File: src/design/stg_pkg.sv
`timescale 1ns / 1ps

package stg_pkg;

    localparam int unsigned DATA_W    = 32;
    localparam int unsigned CFG_W     = 31;
    localparam int unsigned NUM_CFG   = 8;
    localparam int unsigned CFG_IDX_W = 4;
    localparam int unsigned FRAC_W    = 16;

    typedef logic signed [DATA_W-1:0] t_q16;
    typedef logic [CFG_W-1:0]         t_cfg;

    // Register indexes on the configuration port.
    localparam logic [CFG_IDX_W-1:0] CFG_POWER_REF  = 4'd0;
    localparam logic [CFG_IDX_W-1:0] CFG_DROOP_GAIN = 4'd1;
    localparam logic [CFG_IDX_W-1:0] CFG_SERVO_GAIN = 4'd2;
    localparam logic [CFG_IDX_W-1:0] CFG_RATE_LIMIT = 4'd3;
    localparam logic [CFG_IDX_W-1:0] CFG_GATE_MAX   = 4'd4;
    localparam logic [CFG_IDX_W-1:0] CFG_LAG_ONE    = 4'd5;
    localparam logic [CFG_IDX_W-1:0] CFG_LAG_TWO    = 4'd6;
    localparam logic [CFG_IDX_W-1:0] CFG_LAG_THREE  = 4'd7;

    localparam t_cfg RST_POWER_REF  = 31'd32768;
    localparam t_cfg RST_DROOP_GAIN = 31'd262144;
    localparam t_cfg RST_SERVO_GAIN = 31'd436908;
    localparam t_cfg RST_RATE_LIMIT = 31'd6553;
    localparam t_cfg RST_GATE_MAX   = 31'd294649;
    localparam t_cfg RST_LAG_ONE    = 31'd131072;
    localparam t_cfg RST_LAG_TWO    = 31'd19857;
    localparam t_cfg RST_LAG_THREE  = 31'd6553;

    // Fixed Q16.16 coefficients, truncated.
    localparam t_q16 K_TS          = 32'sd655;
    localparam t_q16 K_SPEED_TO_PU = 32'sd1043038;
    localparam t_q16 K_MASS_INV_T  = 32'sd39059;
    localparam t_q16 K_MASS_GAIN   = 32'sd22734;
    localparam t_q16 K_TAP_HALF    = 32'sd32768;
    localparam t_q16 K_TWO         = 32'sd131072;
    localparam t_q16 K_OUT_SCALE   = 32'sd100;
    localparam t_q16 K_Q16_SAT     = 32'sh7FFF_FFFF;

    typedef struct packed {
        logic signed [15:0] speed_count;
        logic [15:0]        speed_reference;
        logic               run_enable;
    } t_in_item;

    typedef struct packed {
        logic [15:0] rotor_ref_scaled;
        logic [15:0] speed_ref_scaled;
    } t_out_item;

    typedef enum logic [1:0] {
        ST_IDLE,
        ST_MUL,
        ST_POST
    } t_state;

    typedef enum logic [4:0] {
        STP_WPU,
        STP_WREF,
        STP_RELAY,
        STP_VEL,
        STP_GATE,
        STP_L1A,
        STP_L1B,
        STP_L2A,
        STP_L2B,
        STP_L3A,
        STP_L3B,
        STP_TAP,
        STP_DRIVE,
        STP_MA,
        STP_MB,
        STP_ROTOR,
        STP_OUT0,
        STP_OUT1
    } t_step;

    // Integer magnitude to Q16.16; anything from 32768 upwards saturates.
    function automatic t_q16 q16_sat(input logic [16:0] mag);
        t_q16 res;
        if (mag[16] || mag[15]) begin
            res = K_Q16_SAT;
        end else begin
            res = t_q16'({1'b0, mag[14:0], 16'd0});
        end
        return res;
    endfunction

endpackage

File: src/design/stg_mul.sv
`timescale 1ns / 1ps

module stg_mul (
    input  logic           i_clk,
    input  logic           i_en,
    input  stg_pkg::t_q16  i_a,
    input  stg_pkg::t_q16  i_b,
    output stg_pkg::t_q16  o_q
);
    import stg_pkg::*;

    logic signed [2*DATA_W-1:0] prod;
    t_q16                       r_q;

    assign prod = i_a * i_b;

    // Arithmetic shift by the fraction width, then wrap to the data width.
    always_ff @(posedge i_clk) begin
        if (i_en) begin
            r_q <= prod[FRAC_W+DATA_W-1:FRAC_W];
        end
    end

    assign o_q = r_q;

endmodule

File: config.mk
export PLATFORM = sky130hd
export DESIGN_NAME = stg_mul
export DESIGN_NICKNAME = d
export VERILOG_FILES = /design/src/design/stg_pkg.sv /design/src/design/stg_mul.sv
export SDC_FILE = /design/constraint.sdc
export NUM_CORES = 2
export LEC_CHECK = 0
export BUFFER_PORTS_ARGS = -buffer_cell sky130_fd_sc_hd__buf_2
export CAP_MARGIN = 20
export CORE_ASPECT_RATIO = 0.75
export CORE_UTILIZATION = 50
export CTS_CLUSTER_SIZE = 30
export DETAILED_ROUTE_END_ITERATION = 16
export PLACE_DENSITY_LB_ADDON = 0.15
export SYNTH_ARGS = -nofsm -noshare
export SYNTH_HDL_FRONTEND = slang
export SYNTH_SLANG_ARGS = --single-unit
File: constraint.sdc
create_clock -name i_clk -period 6.82 [get_ports i_clk]
set_input_delay 0.341 -clock i_clk [delete_from_list [all_inputs] [get_ports i_clk]]
set_output_delay 0.341 -clock i_clk [all_outputs]
set_load 0.1 [all_outputs]
**Word-level counts from Yosys, hierarchy flattened**

Index checks and enable logic that the tools add are counted.

- Input port bits: 66
- Register bits: 32

- Multipliers: 1

Operator list:

| operator | count |
|---|---|
| 32-bit by 32-bit multiplier with 48-bit output | 1 |

**Longest topological paths before layout**

- Depth after elaboration: 1
- Depth in mapped cells: 28

**Least setup slack after synthesis**

Ideal clock, no wire load.

- Path kind: input-to-reg
- Start: input port i_a[18]
- End: register r_q[29], in the netlist o_q[29] (data pin)
- Slack: -0.309 ns
- Stages: 22
- Path buffers: 2
- Arrival time: 6.868 ns
- Required time: 6.559 ns
- Cells stage by stage: clkbuf_1 > clkbuf_1 > nand2_1 > fa_1 > fa_1 > fa_1 > fa_1 > inv_1 > fa_1 > fa_1 > fa_1 > fa_1 > ha_1 > a21o_1 > a21o_1 > a221oi_2 > o21ai_1 > a2111oi_4 > o21ai_2 > nand3_2 > nor3b_1 > a311o_1

- Longest elaborated chain between the ends: 1

Ends and longest elaborated chain:

| item | RTL line | source |
|---|---|---|
| start: declaration | stg_mul.sv:6 | `input stg_pkg::t_q16 i_a,` |
| 32-bit by 32-bit multiplier with 48-bit output | stg_mul.sv:15 | `assign prod = i_a * i_b;` |
| net prod[45] | stg_mul.sv:12 | `logic signed [2*DATA_W-1:0] prod;` |
| end signal: assignment | stg_mul.sv:20 | `r_q <= prod[FRAC_W+DATA_W-1:FRAC_W];` |
| end: declaration | stg_mul.sv:13 | `t_q16 r_q;` |

The timed path passes the listed nets, and every way through them passes these cells.
A chain may end at the register's enable or synchronous reset.

**Final worst setup path**

- Start: input port i_a[12]
- End: register r_q[29], in the netlist o_q[29] (data pin)

Same word-level chain as after synthesis.

==> impl_results.md <==
* CTS max path bufs at 2
* Largest net degree at the start of global routing at 33
* DP Wirelength at 78.1 mm
* Count of distinct cell types in the synthesized netlist at 48
* Share of layout cells above drive strength 1 at 17.5%
* Max-cap violation count at 0
* Synth area leaders: sky130_fd_sc_hd__fa_1, sky130_fd_sc_hd__inv_1, sky130_fd_sc_hd__and2_1
* Width of the chip at 283 um
* #FFs+latches synth at 32
* Final cycle utilization of the critical path at 103%
* Cell with the most instances after synthesis: sky130_fd_sc_hd__fa_1
* Maximum clock frequency at 0.143 GHz
* Pins over their slew limit at 0
* WL/cell at 20.8 um
* Fraction of synthesized cell area taken by the top area cell type at 56.8%
* Synth cell count leaders: sky130_fd_sc_hd__fa_1, sky130_fd_sc_hd__inv_1, sky130_fd_sc_hd__and2_1
* Pre-CTS WS at -0.890 ns
* Synthesized Nets at 4173
* H-tree levels at 2
* Post-route minimum period at 7.00 ns
* Number of buffers added to fix hold violations after cts at 0
* Signed area change from the synthesized netlist to the final layout at 16.5%
* Crit start category: primary input
* Register cell area after layout at 961 um2
* Antenna violations before repair at 1
* Dominant synthesized flop cell: sky130_fd_sc_hd__edfxtp_1
* Post-synthesis instance area at 0.0295 mm2
* Max reg flops at 32
* Number of enable flip-flop cells after synthesis at 32
* Total Routed Length at 87.1 mm
* Status: complete, but fails checks
* Final number of hold-violating endpoints at 0
* Instance area after placement at 0.0331 mm2
* Initial core utilization at 51.0%
* Diode insertion count for antenna repair at 0
* Worst setup slack after layout at -0.185 ns
* Normalized max-slew margin at 45.7%
* Combined area of the multi-input logic cells at 0.0256 mm2
* Start-to-end type of the worst setup path: in -> reg
* Clock tree from TritonCTS: yes
* Critical path fanouts, max at 8
* Cell taking the most area after synthesis: sky130_fd_sc_hd__fa_1
* Number of global-route vias before repair at 23500
* HP Class: in -> reg
* Number of iterations in the first detailed-routing pass at 5
* Number of nets in the finished design at 4464
* Per-instance average area after synthesis at 9.50 um2
* Die Y at 212 um
* Row count at 76
* Final-layout fill cell count at 4932
* Sinks on Clock Net at 32
* Reg clk slew, reported paths at 0.06 ns
* Async set-or-reset flop fraction in the synthesized netlist at 0%
* Global-route wire length before repair at 138 mm
* Unrepaired setup endpoints after global routing: yes
* First-iteration detailed-routing DRC count at 1716
* Worst Setup End Kind: flip-flop
* Required time worst endpoint at 6.87 ns
* Post-synthesis cell count at 3106
* Die area at 0.0600 mm2
* Vias at 21300
* Post-route cell area at 0.0344 mm2
* Share of synthesized area occupied by flip-flops and latches at 3.26%
* Core area at 0.0579 mm2
* Overall Global Routing Usage at 31.3%
* Data arrival time of the critical path at 7.06 ns
* Overflow left after global routing at 0
* Post-DR vias/cell at 5.09
* Clock Tree Root: sky130_fd_sc_hd__clkbuf_16
* Routability Congestion at 0.921
* Worst Tran Pin Value at 0.814 ns
* Number of warnings reported in the yosys synthesis log at 0
* I/O Buffers at 97
* Top-Level Pins at 98
* Detailed-route DRC error count at 0
* Count of nets left with antenna violations after detail routing at 0
* Violated checks: negative setup slack
* Endpoints failing setup at 16
* Inserted Clock Buffers at 5
==> metrics by stage <==
step | hold slack, ns | instances | utilization (%) | TNS [ns]
after floorplan | 0.453 | 3106 | - | 0
after global placement | 0.972 | 4144 | 57.1 | -15.13
after detailed placement | 0.964 | 4144 | 57.1 | -16.00
after CTS | 0.706 | 4159 | 58.2 | -0.833
after global routing | 0.727 | 4177 | 59.4 | -4.14
final | 0.681 | 4177 | 59.4 | -1.31
==> kinds of logic (layout without fill, tap and decap cells) <==
family	Yosys count	in the layout	synth area share, %
adders and majority gates	1001	1001	63.8
and+or+nand+nor	961	961	16.5
buffers and inverters	954	1245	12.2
AOI/OAI and AO/OA	87	87	2.21
xor gates and xnor gates	71	71	2.11
DFF	32	32	3.26
==> placed cells by master (no fill, tap or decap), types with 4 or more instances in the layout <==
cell type / Yosys / layout
sky130_fd_sc_hd__nor2_1: 21 / 15
sky130_fd_sc_hd__o21bai_1: 5 / 4
sky130_fd_sc_hd__and2_4: 0 / 13
sky130_fd_sc_hd__buf_8: 0 / 14
sky130_fd_sc_hd__nand2_1: 438 / 434
sky130_fd_sc_hd__a21oi_2: 4 / 5
sky130_fd_sc_hd__buf_6: 1 / 27
sky130_fd_sc_hd__edfxtp_1: 32 / 32
sky130_fd_sc_hd__buf_2: 1 / 59
sky130_fd_sc_hd__buf_4: 0 / 326
sky130_fd_sc_hd__o21ai_2: 3 / 6
sky130_fd_sc_hd__ha_1: 163 / 152
sky130_fd_sc_hd__fa_1: 838 / 795
sky130_fd_sc_hd__nand4_1: 5 / 5
sky130_fd_sc_hd__clkbuf_16: 0 / 7
sky130_fd_sc_hd__inv_2: 0 / 11
sky130_fd_sc_hd__nand2b_1: 9 / 9
sky130_fd_sc_hd__fa_2: 0 / 43
sky130_fd_sc_hd__buf_12: 0 / 21
sky130_fd_sc_hd__ha_4: 0 / 10
sky130_fd_sc_hd__o21ai_0: 9 / 7
sky130_fd_sc_hd__xnor2_2: 0 / 6
sky130_fd_sc_hd__and2_1: 463 / 450
sky130_fd_sc_hd__inv_1: 786 / 774
sky130_fd_sc_hd__a21o_1: 14 / 14
sky130_fd_sc_hd__xnor2_1: 54 / 48
sky130_fd_sc_hd__nor2b_1: 11 / 11
sky130_fd_sc_hd__a21oi_1: 22 / 15
sky130_fd_sc_hd__xor2_1: 17 / 14
sky130_fd_sc_hd__a21oi_4: 0 / 6
==> worst paths after layout <==
check,start,to,slack (ns),cells past startpoint
setup / recovery,i_a[12],o_q[29],-0.18,24
hold / removal,i_en,o_q[22],0.68,1
==> area by class of cell <==
cell class	instances	share of cell area [%]
multi-input cells	2120	74.4
inverters	786	8.59
repair buffers	452	11.0
flip-flops and latches	32	2.80
clock inverters	1	0.0146
well taps	780	2.84
clock buffers	6	0.375
==> layer usage <==
| layer | wire, um | track usage (%) | vias to the layer above |
|---|---|---|---|
| li1 | - | - | 9300 |
| met1 | 40600 | 49.1 | 11100 |
| met2 | 33700 | 40.4 | 844 |
| met3 | 11600 | 13.2 | 50 |
| met4 | 1130 | 3.99 | 0 |
| met5 | 0 | 0 | - |
==> timing repair <==
action / in CTS / in global routing
gates cloned: 1 / 2
resized for setup: 115 / 134
pin swaps: 38 / 74
setup buffers: 7 / 17
setup endpoints to repair: 24 / 22
==> worst max-delay path, cell delays in order <==
cell                        delay (ns)
sky130_fd_sc_hd__buf_8            0.11
sky130_fd_sc_hd__buf_6            0.13
sky130_fd_sc_hd__and2_4           0.15
sky130_fd_sc_hd__fa_1             0.51
sky130_fd_sc_hd__inv_1            0.06
sky130_fd_sc_hd__fa_2             0.57
sky130_fd_sc_hd__fa_1             0.42
sky130_fd_sc_hd__fa_1             0.49
sky130_fd_sc_hd__fa_2             0.62
sky130_fd_sc_hd__inv_2            0.05
sky130_fd_sc_hd__fa_1             0.55
sky130_fd_sc_hd__fa_1             0.45
sky130_fd_sc_hd__fa_1             0.55
sky130_fd_sc_hd__ha_4             0.24
sky130_fd_sc_hd__a21oi_4          0.14
sky130_fd_sc_hd__o21ai_4          0.09
sky130_fd_sc_hd__nor4_4           0.30
sky130_fd_sc_hd__a211oi_4         0.13
sky130_fd_sc_hd__buf_6            0.16
sky130_fd_sc_hd__a2111oi_4        0.38
sky130_fd_sc_hd__o21ai_2          0.13
sky130_fd_sc_hd__nand3_2          0.11
sky130_fd_sc_hd__nor3b_1          0.06
sky130_fd_sc_hd__a311o_1          0.31
Power is not shown: default switching activity piles up to over one toggle a cycle in this logic, so the estimate is an artifact.
